===== src/rtl/cbcs_pkg.sv =====
// types and constants shared by the capacitor bank charge sequencer
// no dependencies
`default_nettype none

package cbcs_pkg;

   // command codes carried by an input item
   typedef enum logic [1:0] {
      KIND_UPDATE  = 2'd0,
      KIND_PREPARE = 2'd1,
      KIND_FIRE    = 2'd2,
      KIND_RESET   = 2'd3
   } kind_type;

   // charge sequence states, reported as sequence_code
   typedef enum logic [3:0] {
      SEQ_READY       = 4'd0,
      SEQ_B1_CHARGING = 4'd1,
      SEQ_B1_CHECKING = 4'd2,
      SEQ_B1_FAULT    = 4'd3,
      SEQ_B1_SUCCESS  = 4'd4,
      SEQ_B2_CHARGING = 4'd5,
      SEQ_B2_CHECKING = 4'd6,
      SEQ_B2_FAULT    = 4'd7,
      SEQ_B2_SUCCESS  = 4'd8
   } seq_state_type;

   // register indexes on the configuration port
   typedef enum logic [2:0] {
      CSR_B1_VOLT  = 3'd0,
      CSR_B1_CUR   = 3'd1,
      CSR_B2_VOLT  = 3'd2,
      CSR_B2_CUR   = 3'd3,
      CSR_RESIDUAL = 3'd4
   } csr_index_type;

   localparam int CSR_ADDR_BITS = 5;
   localparam logic [15:0] RESIDUAL_RESET = 16'd10;

   // bit positions in the relay level vector
   localparam int RELAY_ENABLE = 0;
   localparam int RELAY_CHARGE = 1;
   localparam int RELAY_SELECT = 2;
   localparam int RELAY_FIRE   = 3;

   typedef struct packed {
      logic [15:0] bank1_voltage_target;
      logic [15:0] bank1_current_target;
      logic [15:0] bank2_voltage_target;
      logic [15:0] bank2_current_target;
      logic [15:0] residual_threshold;
   } cfg_type;

   typedef struct packed {
      logic          enable_relay;
      logic          charge_relay;
      logic          select_relay;
      logic          fire_relay;
      logic          supply_output_on;
      logic [15:0]   supply_voltage_setpoint;
      logic [15:0]   supply_current_setpoint;
      seq_state_type sequence_code;
      logic          finished;
      logic          fault;
      logic          last;
   } result_type;

endpackage

`default_nettype wire


===== src/rtl/cbcs_csr.sv =====
// configuration registers behind the apb-style port
// depends on cbcs_pkg
`default_nettype none

module cbcs_csr (
   input  wire logic                               clock,
   input  wire logic                               reset,
   input  wire logic                               psel,
   input  wire logic                               penable,
   input  wire logic                               pwrite,
   input  wire logic [cbcs_pkg::CSR_ADDR_BITS-1:0] paddr,
   input  wire logic [31:0]                        pwdata,
   output logic      [31:0]                        prdata,
   output logic                                    pready,
   output cbcs_pkg::cfg_type                       cfg
);
   import cbcs_pkg::*;

   cfg_type       cfg_ff;
   cfg_type       cfg_in;
   csr_index_type index;
   logic          wr_en;

   assign index  = csr_index_type'(paddr[CSR_ADDR_BITS-1:2]);
   assign wr_en  = psel && penable && pwrite;
   assign pready = 1'b1;
   assign cfg    = cfg_ff;

   always_comb begin
      cfg_in = cfg_ff;
      if (wr_en) begin
         case (index)
            CSR_B1_VOLT:  cfg_in.bank1_voltage_target = pwdata[15:0];
            CSR_B1_CUR:   cfg_in.bank1_current_target = pwdata[15:0];
            CSR_B2_VOLT:  cfg_in.bank2_voltage_target = pwdata[15:0];
            CSR_B2_CUR:   cfg_in.bank2_current_target = pwdata[15:0];
            CSR_RESIDUAL: cfg_in.residual_threshold   = pwdata[15:0];
            default:      cfg_in = cfg_ff;
         endcase
      end
   end

   always_comb begin
      case (index)
         CSR_B1_VOLT:  prdata = {16'd0, cfg_ff.bank1_voltage_target};
         CSR_B1_CUR:   prdata = {16'd0, cfg_ff.bank1_current_target};
         CSR_B2_VOLT:  prdata = {16'd0, cfg_ff.bank2_voltage_target};
         CSR_B2_CUR:   prdata = {16'd0, cfg_ff.bank2_current_target};
         CSR_RESIDUAL: prdata = {16'd0, cfg_ff.residual_threshold};
         default:      prdata = 32'd0;
      endcase
   end

   always_ff @(posedge clock) begin
      if (reset) begin
         cfg_ff <= '{bank1_voltage_target: 16'd0, bank1_current_target: 16'd0,
                     bank2_voltage_target: 16'd0, bank2_current_target: 16'd0,
                     residual_threshold: RESIDUAL_RESET};
      end else begin
         cfg_ff <= cfg_in;
      end
   end

endmodule

`default_nettype wire


===== src/rtl/cbcs_seq.sv =====
// command register, relay step counter and charge sequence state
// depends on cbcs_pkg
`default_nettype none

module cbcs_seq #(
   parameter int VOLT_BITS = 16
) (
   input  wire logic                 clock,
   input  wire logic                 reset,
   input  wire logic                 req_valid,
   output logic                      req_stall,
   input  wire logic [1:0]           req_kind,
   input  wire logic [15:0]          req_sensed_voltage,
   input  wire cbcs_pkg::cfg_type    cfg,
   input  wire logic                 out_ready,
   output logic                      out_push,
   output cbcs_pkg::result_type      out_result
);
   import cbcs_pkg::*;

   // voltages are kept to VOLT_BITS bits, then to the 16-bit fields
   localparam logic [15:0] VMASK = (VOLT_BITS >= 16) ? 16'hFFFF
                                   : 16'((33'd1 << VOLT_BITS) - 33'd1);

   logic          item_valid_ff, item_valid_in;
   kind_type      item_kind_ff, item_kind_in;
   logic [15:0]   item_sensed_ff, item_sensed_in;
   logic [1:0]    step_ff, step_in;

   seq_state_type state_ff, state_in;
   logic [3:0]    relay_ff, relay_in;
   logic          supply_ff, supply_in;
   logic [15:0]   vset_ff, vset_in;
   logic [15:0]   iset_ff, iset_in;

   logic          take;
   logic          fin;
   logic          lst;
   logic          accept;
   logic [15:0]   sensed;

   assign sensed    = item_sensed_ff & VMASK;
   assign take      = item_valid_ff && out_ready;
   assign req_stall = item_valid_ff && !(take && lst);
   assign accept    = req_valid && !req_stall;
   assign out_push  = take;

   // next state of the sequence for the current step
   always_comb begin
      state_in  = state_ff;
      relay_in  = relay_ff;
      supply_in = supply_ff;
      vset_in   = vset_ff;
      iset_in   = iset_ff;
      fin       = 1'b0;
      lst       = 1'b0;
      case (item_kind_ff)
         KIND_PREPARE: begin
            relay_in[RELAY_ENABLE] = 1'b1;
            state_in = SEQ_READY;
            lst = 1'b1;
         end
         KIND_FIRE: begin
            case (step_ff)
               2'd0:    relay_in[RELAY_FIRE] = 1'b1;
               2'd1:    relay_in[RELAY_FIRE] = 1'b0;
               default: begin
                  relay_in[RELAY_ENABLE] = 1'b0;
                  state_in = SEQ_READY;
                  lst = 1'b1;
               end
            endcase
         end
         KIND_RESET: begin
            case (step_ff)
               2'd0:    relay_in[RELAY_FIRE]   = 1'b0;
               2'd1:    relay_in[RELAY_SELECT] = 1'b0;
               2'd2:    relay_in[RELAY_ENABLE] = 1'b0;
               default: begin
                  relay_in[RELAY_CHARGE] = 1'b0;
                  state_in = SEQ_READY;
                  lst = 1'b1;
               end
            endcase
         end
         default: begin
            lst = 1'b1;
            case (state_ff)
               SEQ_B1_CHARGING: begin
                  if (sensed > (cfg.bank1_voltage_target & VMASK)) begin
                     relay_in[RELAY_CHARGE] = 1'b0;
                     supply_in = 1'b0;
                     state_in  = SEQ_B1_CHECKING;
                  end
               end
               SEQ_B2_CHARGING: begin
                  if (sensed > (cfg.bank2_voltage_target & VMASK)) begin
                     relay_in[RELAY_CHARGE] = 1'b0;
                     supply_in = 1'b0;
                     state_in  = SEQ_B2_CHECKING;
                  end
               end
               SEQ_B1_CHECKING: begin
                  state_in = (sensed >= (cfg.residual_threshold & VMASK))
                             ? SEQ_B1_FAULT : SEQ_B1_SUCCESS;
               end
               SEQ_B2_CHECKING: begin
                  state_in = (sensed >= (cfg.residual_threshold & VMASK))
                             ? SEQ_B2_FAULT : SEQ_B2_SUCCESS;
               end
               SEQ_B1_FAULT, SEQ_B2_FAULT: begin
                  supply_in = 1'b0;
                  fin = 1'b1;
               end
               SEQ_B1_SUCCESS: begin
                  relay_in[RELAY_SELECT] = 1'b1;
                  relay_in[RELAY_CHARGE] = 1'b1;
                  vset_in   = cfg.bank2_voltage_target & VMASK;
                  iset_in   = cfg.bank2_current_target;
                  supply_in = 1'b1;
                  state_in  = SEQ_B2_CHARGING;
               end
               SEQ_B2_SUCCESS: fin = 1'b1;
               default: begin
                  relay_in[RELAY_SELECT] = 1'b0;
                  relay_in[RELAY_CHARGE] = 1'b1;
                  vset_in   = cfg.bank1_voltage_target & VMASK;
                  iset_in   = cfg.bank1_current_target;
                  supply_in = 1'b1;
                  state_in  = SEQ_B1_CHARGING;
               end
            endcase
         end
      endcase
   end

   // snapshot after the step
   always_comb begin
      out_result.enable_relay            = relay_in[RELAY_ENABLE];
      out_result.charge_relay            = relay_in[RELAY_CHARGE];
      out_result.select_relay            = relay_in[RELAY_SELECT];
      out_result.fire_relay              = relay_in[RELAY_FIRE];
      out_result.supply_output_on        = supply_in;
      out_result.supply_voltage_setpoint = vset_in;
      out_result.supply_current_setpoint = iset_in;
      out_result.sequence_code           = state_in;
      out_result.finished                = fin;
      out_result.fault = (state_in == SEQ_B1_FAULT) || (state_in == SEQ_B2_FAULT);
      out_result.last                    = lst;
   end

   always_comb begin
      item_valid_in  = item_valid_ff;
      item_kind_in   = item_kind_ff;
      item_sensed_in = item_sensed_ff;
      step_in        = step_ff;
      if (take) begin
         step_in = step_ff + 2'd1;
         if (lst) begin
            item_valid_in = 1'b0;
         end
      end
      if (accept) begin
         item_valid_in  = 1'b1;
         item_kind_in   = kind_type'(req_kind);
         item_sensed_in = req_sensed_voltage;
         step_in        = 2'd0;
      end
   end

   always_ff @(posedge clock) begin
      if (reset) begin
         item_valid_ff <= 1'b0;
         step_ff       <= 2'd0;
         state_ff      <= SEQ_READY;
         relay_ff      <= 4'd0;
         supply_ff     <= 1'b0;
         vset_ff       <= 16'd0;
         iset_ff       <= 16'd0;
      end else begin
         item_valid_ff <= item_valid_in;
         step_ff       <= step_in;
         if (take) begin
            state_ff  <= state_in;
            relay_ff  <= relay_in;
            supply_ff <= supply_in;
            vset_ff   <= vset_in;
            iset_ff   <= iset_in;
         end
      end
   end

   always_ff @(posedge clock) begin
      item_kind_ff   <= item_kind_in;
      item_sensed_ff <= item_sensed_in;
   end

endmodule

`default_nettype wire


===== src/rtl/cbcs_out.sv =====
// result register in front of the rsp channel
// depends on cbcs_pkg
`default_nettype none

module cbcs_out (
   input  wire logic                 clock,
   input  wire logic                 reset,
   input  wire logic                 push,
   input  wire cbcs_pkg::result_type push_result,
   output logic                      ready,
   output logic                      rsp_valid,
   input  wire logic                 rsp_stall,
   output cbcs_pkg::result_type      rsp_result
);
   import cbcs_pkg::*;

   logic       valid_ff, valid_in;
   result_type data_ff, data_in;

   assign ready      = !valid_ff || !rsp_stall;
   assign valid_in   = push || (valid_ff && rsp_stall);
   assign data_in    = push ? push_result : data_ff;
   assign rsp_valid  = valid_ff;
   assign rsp_result = data_ff;

   always_ff @(posedge clock) begin
      if (reset) begin
         valid_ff <= 1'b0;
      end else begin
         valid_ff <= valid_in;
      end
   end

   always_ff @(posedge clock) begin
      data_ff <= data_in;
   end

endmodule

`default_nettype wire


===== src/rtl/capacitor_bank_charge_sequencer_unit.sv =====
// top level of the capacitor bank charge sequencer
// depends on cbcs_pkg, cbcs_csr, cbcs_seq, cbcs_out
`default_nettype none

// usage:
// req channel carries one command item (kind, sensed_voltage); rsp channel
// returns one result item per relay step, the final one flagged by last.
// update and prepare give one result, fire three, reset four.
// each step passes through the sequence logic and its result is registered in
// the output register in the cycle after the step. the first result of an item
// passes through the command register and then the output register.
// one command holds the command register through all of its steps (1, 3 or 4),
// and the next item is taken in the cycle the last step leaves,
// so single-step commands run at one item per cycle while rsp_stall is low.
// while rsp_stall is high and the output register is full, it holds its result,
// no step advances, and req_stall rises once the command register is occupied.
// reset (synchronous) empties both registers, sets the sequence to ready,
// opens all relays, switches the supply off with zero setpoints and loads
// the register defaults (residual threshold 10, targets 0). the user writes
// registers over the apb port only while no command is active; not enforced.

module capacitor_bank_charge_sequencer_unit #(
   parameter int VOLT_BITS = 16
) (
   input  wire logic                               clock,
   input  wire logic                               reset,
   input  wire logic                               req_valid,
   output logic                                    req_stall,
   input  wire logic [1:0]                         req_kind,
   input  wire logic [15:0]                        req_sensed_voltage,
   output logic                                    rsp_valid,
   input  wire logic                               rsp_stall,
   output logic                                    rsp_enable_relay,
   output logic                                    rsp_charge_relay,
   output logic                                    rsp_select_relay,
   output logic                                    rsp_fire_relay,
   output logic                                    rsp_supply_output_on,
   output logic [15:0]                             rsp_supply_voltage_setpoint,
   output logic [15:0]                             rsp_supply_current_setpoint,
   output logic [3:0]                              rsp_sequence_code,
   output logic                                    rsp_finished,
   output logic                                    rsp_fault,
   output logic                                    rsp_last,
   input  wire logic                               psel,
   input  wire logic                               penable,
   input  wire logic                               pwrite,
   input  wire logic [cbcs_pkg::CSR_ADDR_BITS-1:0] paddr,
   input  wire logic [31:0]                        pwdata,
   output logic      [31:0]                        prdata,
   output logic                                    pready
);
   import cbcs_pkg::*;

   cfg_type    cfg;
   logic       out_ready;
   logic       out_push;
   result_type step_result;
   result_type rsp_result;

   cbcs_csr u_csr (
      .clock   (clock),
      .reset   (reset),
      .psel    (psel),
      .penable (penable),
      .pwrite  (pwrite),
      .paddr   (paddr),
      .pwdata  (pwdata),
      .prdata  (prdata),
      .pready  (pready),
      .cfg     (cfg)
   );

   cbcs_seq #(
      .VOLT_BITS (VOLT_BITS)
   ) u_seq (
      .clock              (clock),
      .reset              (reset),
      .req_valid          (req_valid),
      .req_stall          (req_stall),
      .req_kind           (req_kind),
      .req_sensed_voltage (req_sensed_voltage),
      .cfg                (cfg),
      .out_ready          (out_ready),
      .out_push           (out_push),
      .out_result         (step_result)
   );

   cbcs_out u_out (
      .clock       (clock),
      .reset       (reset),
      .push        (out_push),
      .push_result (step_result),
      .ready       (out_ready),
      .rsp_valid   (rsp_valid),
      .rsp_stall   (rsp_stall),
      .rsp_result  (rsp_result)
   );

   assign rsp_enable_relay            = rsp_result.enable_relay;
   assign rsp_charge_relay            = rsp_result.charge_relay;
   assign rsp_select_relay            = rsp_result.select_relay;
   assign rsp_fire_relay              = rsp_result.fire_relay;
   assign rsp_supply_output_on        = rsp_result.supply_output_on;
   assign rsp_supply_voltage_setpoint = rsp_result.supply_voltage_setpoint;
   assign rsp_supply_current_setpoint = rsp_result.supply_current_setpoint;
   assign rsp_sequence_code           = rsp_result.sequence_code;
   assign rsp_finished                = rsp_result.finished;
   assign rsp_fault                   = rsp_result.fault;
   assign rsp_last                    = rsp_result.last;

endmodule

`default_nettype wire


===== config.mk =====
export PLATFORM = sky130hd
export DESIGN_NAME = capacitor_bank_charge_sequencer_unit
export DESIGN_NICKNAME = d
export VERILOG_FILES = /design/src/rtl/cbcs_pkg.sv /design/src/rtl/cbcs_csr.sv /design/src/rtl/cbcs_seq.sv /design/src/rtl/cbcs_out.sv /design/src/rtl/capacitor_bank_charge_sequencer_unit.sv
export SDC_FILE = /design/constraint.sdc
export NUM_CORES = 1
export LEC_CHECK = 0
export ABC_AREA = 1
export BUFFER_PORTS_ARGS = -buffer_cell sky130_fd_sc_hd__buf_4
export CAP_MARGIN = 20
export CORE_ASPECT_RATIO = 2
export CORE_UTILIZATION = 50
export CTS_CLUSTER_SIZE = 14
export DETAILED_ROUTE_END_ITERATION = 16
export PLACE_DENSITY = 0.82
export SYNTH_ARGS = -nofsm -noshare
export SYNTH_HDL_FRONTEND = slang
export SYNTH_SLANG_ARGS = --single-unit

===== constraint.sdc =====
create_clock -name clock -period 5.1 [get_ports clock]
set_input_delay 1.53 -clock clock [delete_from_list [all_inputs] [get_ports clock]]
set_output_delay 1.53 -clock clock [all_outputs]
set_load 0.01 [all_outputs]

==> results of run 1 <==
-- state kept, by name, summed over array words and instances (netlist names) --
register	cells
u_seq.step_ff	2
u_seq.state_ff	4
u_seq.item_sensed_ff	16
u_seq.item_valid_ff	1
u_out.rsp_result	44
u_csr.cfg	80
u_out.rsp_valid	1
u_seq.vset_ff	16
u_seq.iset_ff	16
u_seq.item_kind_ff	2
u_seq.supply_ff	1
u_seq.relay_ff	4
-- cells by family after synthesis --
logic type,after synthesis,share of synthesized area
compound gates,349,0.2429
fa+ha+maj,56,0.07260
buf+inv,249,0.1115
flops,187,0.4522
other cells,2,0.0007781
simple gates,246,0.1200
-- Yosys cell counts, types with 2 or more instances --
master	count	area [um2]
nand3_2	10	100.1
inv_2	8	30.03
buf_2	14	70.07
nand2_4	3	33.78
clkbuf_1	27	101.4
o221ai_1	5	43.79
buf_6	7	78.83
dfxtp_1	125	2502
a21oi_1	115	575.6
conb_1	2	7.510
o211ai_1	2	15.01
nand4_1	2	12.51
o22ai_1	10	62.56
nand2_1	104	390.4
a22oi_2	20	250.2
inv_1	171	641.9
nor2_1	76	285.3
a211oi_2	11	137.6
ha_1	56	700.7
buf_1	3	11.26
nand3_1	23	115.1
nor3_1	6	30.03
nor2_8	2	40.04
a21o_1	2	15.01
o221ai_2	10	150.1
nand2_2	3	18.77
o21ai_0	111	555.5
a221oi_1	12	105.1
nor2_2	12	75.07
o22ai_2	21	262.8
buf_4	19	142.6
o21ai_1	23	115.1
edfxtp_1	62	1862
-- metal layers --
layer	up-vias	GRT usage	routed length, um
met5	-	0	0
met4	0	0.1981	1809
met3	111	0.05727	1665
met2	374	0.4642	13170
met1	3778	0.2703	9039
li1	3834	-	-
-- power groups by stage --
stage,clock network (mW),logic (mW),registers (mW)
2_1_floorplan,0,0.340,1.70
4_1_cts,1.28,0.500,1.66
3_5_place_dp,0,0.496,1.69
3_3_place_gp,0,0.479,1.69
5_1_grt,1.33,0.551,1.66
6_report,1.26,0.503,1.66
-- worst min path at each step --
stage / endpoint / cells past startpoint
floorplan: u_seq.vset_ff[9]$_SDFFE_PP0P_ / 2
global placement: u_seq.vset_ff[9]$_SDFFE_PP0P_ / 2
detailed placement: u_seq.vset_ff[9]$_SDFFE_PP0P_ / 2
CTS: u_seq.vset_ff[9]$_SDFFE_PP0P_ / 2
global route: u_csr.cfg[52]$_SDFFE_PP0P_ / 2
finish: u_csr.cfg[50]$_SDFFE_PP0P_ / 2
-- critical path, stage by stage --
cell,delay (ns)
buf_4,0.13
inv_2,0.07
nor3_1,0.06
inv_1,0.29
o21ai_0,0.14
a221oi_1,0.34
o21ai_0,0.31
buf_4,0.23
-- metrics by stage --
| stage | setup slack [ns] | hold slack, ns | std cells | utilization |
|---|---|---|---|---|
| after floorplan | 1.116 | 0.4356 | 1104 | - |
| after global placement | 0.5753 | 0.4486 | 1406 | 0.5579 |
| after detailed placement | 0.5638 | 0.4615 | 1406 | 0.5579 |
| after CTS | 0.5701 | 0.4762 | 1438 | 0.5871 |
| after global routing | 0.4019 | 0.5053 | 1438 | 0.5871 |
| final | 0.4683 | 0.4773 | 1438 | 0.5871 |
-- layout make-up --
class                           count  area share
Sequential cell                   187      0.3947
Multi-Input combinational cell    668      0.3864
Timing Repair Buffer              117     0.07944
Inverter                          179     0.06077
Clock buffer                       18     0.03881
Tap cell                          255     0.02886
Clock inverter                     14     0.01098
==> results.tsv, run 1 <==
metric	value	unit
DRC Markers	0	
period utilization	0.9082	
Worst VDD drop	237.5	uV
power per cell area	309.7	nW/um2
clock latency at the later pin of the worst-skew pair	0.46	ns
Max-Cap Viols	0	
routed wire length	25.68	mm
post-layout total power	3.425	mW
die area	19900	um2
reg2reg start	u_seq.item_sensed_ff[11]$_DFFE_PP_	
synth unique cells	45	
gp weighted congestion	1.019	
worst slew pin tran	1.066	ns
CTS root buffer	clkbuf_16	
Internal	2.444	mW
vias in the first global route	7766	
via count	8097	
Fin Clk Skew	0.01008	ns
core area	18830	um2
yosys warns	0	
Register Area	4364	um2
post_cts resized	0	
Tmin final	4.632	ns
total CTS buffers	17	
Inserted Diodes	0	
initial antenna violation count	0	
reg2reg end	u_out.rsp_result[1]$_DFFE_PP_	
total gr overflow	0	
crit path kind	primary input to output pin	
Final setup viols	0	
final hold violations	0	
Clock Tree Buf Depth	2	
FF-to-FF setup slack	2.42	ns
Synth Flop Type	dfxtp_1	
final net count	1288	
most frequent cells in the layout	170 x inv_1, 125 x dfxtp_1, 117 x buf_4	
Setup crit end kind	output pin	
Post-DP HPWL	18.10	mm
num rows	71	
gr usage total	0.2645	
H-tree Lvls	4	
multi-input logic area	4273	um2
Worst EP arrival	3.10	ns
Rel. slew slack	0.2887	
CP max FO	10	
Clock power frac	0.369	
P_sw	981.0	uW
setup TNS	0	ns
P&R area growth vs syn	14.56	%
Cells after Synth	1089	
first drt pass iteration count	5	
unrepaired setup endpoints after global routing	no	
# port buffers	105	
Via density	5.631	
Worst setup startpoint	paddr[2]	
achievable clock frequency	215.9	MHz
hold crit path type	register to register	
post-synthesis cell area	9652	um2
Pleak	4.526	nW
Detail Route Antenna Nets	0	
first-pass GRT wire length	39.53	mm
Seq/Total Area, Yosys	0.4522	
worst r2r path cells	10	
Placement Cell Area	10510	um2
largest net degree at the start of global routing	80	
Fill cells	1655	
CTS sink count	187	
status	completed	
CTS tree	built	
WL per Instance	17.86	um
most common cell after layout, fill and taps aside	inv_1	
crit start category	primary input	
design area	11060	um2
Avg Cell Area, Syn	8.863	um2
Post-synth EDFFs	62	
crit path to	prdata[7]	
part of the power in registers	0.484	
Switching Share	0.2864	
final count of pins violating max slew	0	
Async S/R FF share, synth	0	
# hold bufs at CTS	0	
Top-Level Pins	141	
die height	198.5	um
WP data required	3.57	ns
Gate power share	0.147	
post-CTS setup buffer count	0	
Yosys reg bits	187	
1st-iter DRT viols	548	
Worst Min Path Start	u_csr.cfg[50]$_SDFFE_PP0P_	
Initial Utilization	0.5125	
CTS clk-pin slew, worst paths	0.07	ns
ratio of cells with drive above 1 in the final layout	0.2156	
die width	100.2	um
Note: power is estimated with default switching activity, not from simulation.
==> inputs of run 2 (changes only) <==
--- a/config.mk
+++ b/config.mk
@@ -9,10 +9,10 @@
 export BUFFER_PORTS_ARGS = -buffer_cell sky130_fd_sc_hd__buf_4
 export CAP_MARGIN = 20
 export CORE_ASPECT_RATIO = 2
-export CORE_UTILIZATION = 50
+export CORE_UTILIZATION = 39
 export CTS_CLUSTER_SIZE = 14
 export DETAILED_ROUTE_END_ITERATION = 16
-export PLACE_DENSITY = 0.82
+export PLACE_DENSITY = 0.69
 export SYNTH_ARGS = -nofsm -noshare
 export SYNTH_HDL_FRONTEND = slang
 export SYNTH_SLANG_ARGS = --single-unit
==> results.tsv, run 2 (same netlist as run 1, synthesis figures left out) <==
metric	value	unit	change
worst slew pin tran	1.007	ns	-0.05836 ns
reg2reg end	u_out.rsp_result[1]$_DFFE_PP_		
post_cts resized	0		unchanged
Top-Level Pins	141		unchanged
gr usage total	0.2150		-0.04951
CTS tree	built		
WL per Instance	17.48	um	-2.2%
P&R area growth vs syn	16.72	%	
max FFs per register	80		unchanged
final setup margin	0.4758	ns	+0.007445 ns
crit start category	primary input		
Place WS	0.5637	ns	-0.00004400 ns
num rows	81		+14%
routed wire length	26.55	mm	+3.4%
Via density	5.233		-7.1%
WP data required	3.57	ns	about the same
via count	7949		-1.8%
die area	25420	um2	+28%
final hold violations	0		unchanged
power per cell area	315.1	nW/um2	+1.7%
Detail Route Antenna Nets	0		unchanged
gp weighted congestion	0.8940		-12%
first drt pass iteration count	6		+1
core area	24420	um2	+30%
Setup crit end kind	output pin		
ratio of cells with drive above 1 in the final layout	0.2184		+0.002827
total gr overflow	0		unchanged
# hold bufs at CTS	0		unchanged
Post-DP HPWL	19.46	mm	+7.5%
Placed Cells	1485		+5.6%
Pleak	4.576	nW	+1.1%
unrepaired setup endpoints after global routing	no		
clock latency at the later pin of the worst-skew pair	0.45	ns	about the same
final instance count without filler cells	1519		+5.6%
reg2reg start	u_seq.item_sensed_ff[15]$_DFFE_PP_		
die width	113.2	um	+13%
Fin Clk Skew	0.01018	ns	+0.0001014 ns
most frequent cells in the layout	170 x inv_1, 125 x dfxtp_1, 119 x buf_4		
Final setup viols	0		unchanged
# port buffers	105		unchanged
Max stage delay on crit path	0.46	ns	+0.12 ns
hold crit path type	register to register		
critical path depth	8		unchanged
DRC Markers	0		unchanged
total CTS buffers	17		unchanged
post-CTS setup buffer count	0		unchanged
CTS root buffer	clkbuf_16		
final count of pins violating max slew	0		unchanged
Tmin final	4.624	ns	-0.007445 ns
most common cell after layout, fill and taps aside	inv_1		
Worst EP arrival	3.09	ns	about the same
CP max FO	8		-2
initial antenna violation count	1		+1
design area	11270	um2	+1.9%
first-pass GRT wire length	40.96	mm	+3.6%
Clock Tree Buf Depth	2		unchanged
setup TNS	0	ns	unchanged
Worst VDD drop	232.9	uV	-1.9%
status	completed		
CTS clk-pin slew, worst paths	0.07	ns	about the same
Initial Utilization	0.3952		-0.1173
worst r2r path cells	10		unchanged
CP max stage cell	a221oi_1		
cell family with most CP delay	compound AO/OA/AOI/OAI gates		
Bufs and invs on worst path	4		unchanged
Max-Cap Viols	0		unchanged
Worst setup startpoint	paddr[2]		
Hold WS	0.4850	ns	+0.007674 ns
1st-iter DRT viols	536		-2.2%
achievable clock frequency	216.3	MHz	+0.16%
period utilization	0.9067		-0.001460
crit path kind	primary input to output pin		
H-tree Lvls	4		unchanged
final net count	1291		+0.23%
Placement Cell Area	10620	um2	+1.1%
Rel. slew slack	0.3276		+0.03895
die height	224.5	um	+13%
crit path cell chain	buf_4 > inv_2 > nor3_1 > inv_1 > o21ai_0 > a221oi_1 > o21ai_0 > buf_4		
CTS sink count	187		unchanged
vias in the first global route	7787		+0.27%
FF-to-FF setup slack	2.45	ns	+0.03 ns
crit path to	prdata[2]		
largest net degree at the start of global routing	79		-1.3%
==> run 2: power by group <==
part	total, mW	switching (mW)	leakage [nW]	internal (mW)
sequential	1.66	0.0368	1.62	1.62
combinational	0.500	0.321	2.66	0.180
clock	1.39	0.637	0.301	0.755
==> run 2: per-stage QoR <==
| step | utilization | power, mW |
|---|---|---|
| 2_1_floorplan | - | 2.036 |
| 3_3_place_gp | 0.4347 | 2.176 |
| 3_5_place_dp | 0.4347 | 2.190 |
| 4_1_cts | 0.4600 | 3.577 |
| 5_1_grt | 0.4612 | 3.694 |
| 6_report | 0.4612 | 3.550 |
==> run 2: layout make-up <==
class,instances,area [um2]
Fill cell,2360,13160
Sequential cell,187,4364
Multi-Input combinational cell,668,4273
Timing Repair Buffer,120,920.9
Inverter,179,671.9
Clock buffer,19,475.5
Tap cell,332,415.4
Clock inverter,13,142.6
Antenna cell,1,2.502
==> run 2: worst min path at each step <==
stage,from,endpoint,slack [ns],depth (start not counted)
after global routing,u_csr.cfg[55]$_SDFFE_PP0P_,u_csr.cfg[55]$_SDFFE_PP0P_,0.50,2
after global placement,u_seq.vset_ff[9]$_SDFFE_PP0P_,u_seq.vset_ff[9]$_SDFFE_PP0P_,0.45,2
after floorplan,u_seq.vset_ff[9]$_SDFFE_PP0P_,u_seq.vset_ff[9]$_SDFFE_PP0P_,0.44,2
after CTS,u_seq.vset_ff[9]$_SDFFE_PP0P_,u_seq.vset_ff[9]$_SDFFE_PP0P_,0.47,2
final,u_csr.cfg[55]$_SDFFE_PP0P_,u_csr.cfg[55]$_SDFFE_PP0P_,0.48,2
after detailed placement,u_seq.vset_ff[9]$_SDFFE_PP0P_,u_seq.vset_ff[9]$_SDFFE_PP0P_,0.46,2
==> run 2: worst register-to-register path: stages (launching register included) <==
cell,delay (ns)
edfxtp_1,0.46
ha_1,0.34
nand2_1,0.08
nor3_1,0.57
nand3_1,0.27
nand3_1,0.18
nand2_1,0.06
o21ai_0,0.23
nand2_1,0.11
nand2_1,0.07
nor2_1,0.04
==> run 2: layer usage <==
| layer | vias up | GRT usage | part of all wire |
|---|---|---|---|
| met5 | - | 0 | 0 |
| met4 | 0 | 0.1477 | 0.060 |
| met3 | 91 | 0.03503 | 0.044 |
| met2 | 278 | 0.3990 | 0.54 |
| met1 | 3744 | 0.2154 | 0.36 |
| li1 | 3836 | - | - |
==> inputs of run 3 (changes only) <==
==> constraint.sdc (replaced) <==
create_clock -name clock -period 5.5 [get_ports clock]
set_input_delay 1.65 -clock clock [delete_from_list [all_inputs] [get_ports clock]]
set_output_delay 1.65 -clock clock [all_outputs]
set_load 0.01 [all_outputs]
==> results.tsv, run 3 (same netlist as run 1, synthesis figures left out) <==
metric	value	unit	change
status	completed		
Pleak	4.558	nW	-0.40%
WP data required	3.85	ns	+0.28 ns
# port buffers	105		unchanged
unrepaired setup endpoints after global routing	no		
final hold violations	0		unchanged
post_cts resized	0		unchanged
Post-DP HPWL	19.35	mm	-0.56%
# hold bufs at CTS	0		unchanged
CTS tree	built		
H-tree Lvls	4		unchanged
crit start category	primary input		
setup TNS	0	ns	unchanged
gp weighted congestion	0.8945		about the same
Register Area	4364	um2	unchanged
achievable clock frequency	197.8	MHz	
crit path kind	primary input to output pin		
DRC Markers	0		unchanged
most common cell after layout, fill and taps aside	inv_1		
Place WS	0.5128	ns	-0.05093 ns
Initial Utilization	0.3952		unchanged
die width	113.2	um	unchanged
most repeated library cell on the critical path	buf_4		
CTS clk-pin slew, worst paths	0.07	ns	about the same
first drt pass iteration count	6		unchanged
total CTS buffers	17		unchanged
final count of pins violating max slew	0		unchanged
Gate power share	0.137		-0.004
power per cell area	300.0	nW/um2	-4.8%
core area	24420	um2	unchanged
final setup margin	0.4451	ns	-0.03068 ns
part of the power in registers	0.456		-0.011
CP max FO	12		+4
Clock Tree Buf Depth	2		unchanged
total gr overflow	0		unchanged
clock latency at the later pin of the worst-skew pair	0.45	ns	about the same
Clock power frac	0.407		+0.015
initial antenna violation count	0		-1
ratio of cells with drive above 1 in the final layout	0.2134		-0.005003
Final setup viols	0		unchanged
WL per Instance	17.52	um	+0.28%
Internal	2.491	mW	-2.5%
hold crit path type	register to register		
Worst VDD drop	223.7	uV	-4.0%
worst slew pin tran	1.035	ns	+0.02739 ns
die area	25420	um2	unchanged
Top-Level Pins	141		unchanged
crit path cell chain	buf_4 > nor2_1 > nand2_1 > inv_1 > a221oi_1 > o21ai_0 > buf_4		
max FFs per register	80		unchanged
final net count	1286		-0.39%
Setup crit end kind	output pin		
Max-Cap Viols	0		unchanged
vias in the first global route	7536		-3.2%
CTS sink count	187		unchanged
routed wire length	26.51	mm	-0.12%
first-pass GRT wire length	40.31	mm	-1.6%
CP max stage cell	a221oi_1		
largest net degree at the start of global routing	79		unchanged
num rows	81		unchanged
Tmin final	5.055	ns	
final core occ	0.4602		-0.001025
Fin Clk Skew	0.01129	ns	+0.001109 ns
1st-iter DRT viols	568		+6.0%
most frequent cells in the layout	170 x inv_1, 125 x dfxtp_1, 115 x a21oi_1, 115 x buf_4, 111 x o21ai_0		
Fill cells	2363		+0.13%
Max stage delay on crit path	0.63	ns	+0.17 ns
Inserted Diodes	0		-1
gr usage total	0.2134		-0.001604
P_sw	881.3	uW	-11%
Worst EP arrival	3.40	ns	+0.31 ns
CTS root buffer	clkbuf_16		
P&R area growth vs syn	16.46	%	
via count	7872		-0.97%
multi-input logic area	4273	um2	unchanged
Switching Share	0.2613		-0.01887
Detail Route Antenna Nets	0		unchanged
post-CTS setup buffer count	0		unchanged
Via density	5.203		-0.58%
period utilization	0.9191		
Rel. slew slack	0.3093		-0.01828
die height	224.5	um	unchanged
-- run 3: final timing paths --
check	startpoint	endpoint	slack, ns	cells past startpoint
max	paddr[2]	prdata[2]	0.45	7
min	u_seq.vset_ff[9]$_SDFFE_PP0P_	u_seq.vset_ff[9]$_SDFFE_PP0P_	0.48	2
max reg2reg	u_seq.item_kind_ff[0]$_DFFE_PP_	u_seq.iset_ff[3]$_SDFFE_PP0P_	2.57	9
min reg2reg	u_seq.vset_ff[9]$_SDFFE_PP0P_	u_seq.vset_ff[9]$_SDFFE_PP0P_	0.48	2
-- run 3: worst max-delay path, delay by kind of cell --
family | cells | cell delay, ns
AO/OA/AOI/OAI | 2 | 0.87
buffers and inverters | 3 | 0.61
AND/OR/NAND/NOR | 2 | 0.27
-- run 3: layout make-up --
| type | count | share of cell area |
|---|---|---|
| sequential | 187 | 0.3882 |
| timing repair buffer | 115 | 0.07680 |
| tap | 332 | 0.03695 |
| multi-input combinational | 668 | 0.3801 |
| clock buffer | 19 | 0.03940 |
| clock inverter | 13 | 0.01870 |
| inverter | 179 | 0.05977 |
-- run 3: power groups by stage --
stage / logic, mW / registers, mW / clock network [mW]
5_1_grt: 0.509 / 1.54 / 1.44
3_5_place_dp: 0.460 / 1.57 / 0
4_1_cts: 0.462 / 1.54 / 1.39
6_report: 0.462 / 1.54 / 1.37
3_3_place_gp: 0.449 / 1.57 / 0
2_1_floorplan: 0.315 / 1.57 / 0
-- run 3: per-stage QoR --
| step | power (mW) | hold slack [ns] | cells | cell area [um2] |
|---|---|---|---|---|
| final | 3.373 | 0.4758 | 1513 | 11240 |
| after global routing | 3.493 | 0.4908 | 1513 | 11240 |
| after CTS | 3.393 | 0.4696 | 1513 | 11240 |
| after detailed placement | 2.029 | 0.4576 | 1481 | 10590 |
| after global placement | 2.016 | 0.4471 | 1481 | 10590 |
| after floorplan | 1.888 | 0.4356 | 1104 | 9708 |
-- run 3: per-layer routing --
| metal | vias up | share of wire | track usage |
|---|---|---|---|
| li1 | 3833 | - | - |
| met1 | 3681 | 0.36 | 0.2124 |
| met2 | 274 | 0.54 | 0.3982 |
| met3 | 84 | 0.047 | 0.04150 |
| met4 | 0 | 0.055 | 0.1350 |
| met5 | - | 0 | 0 |
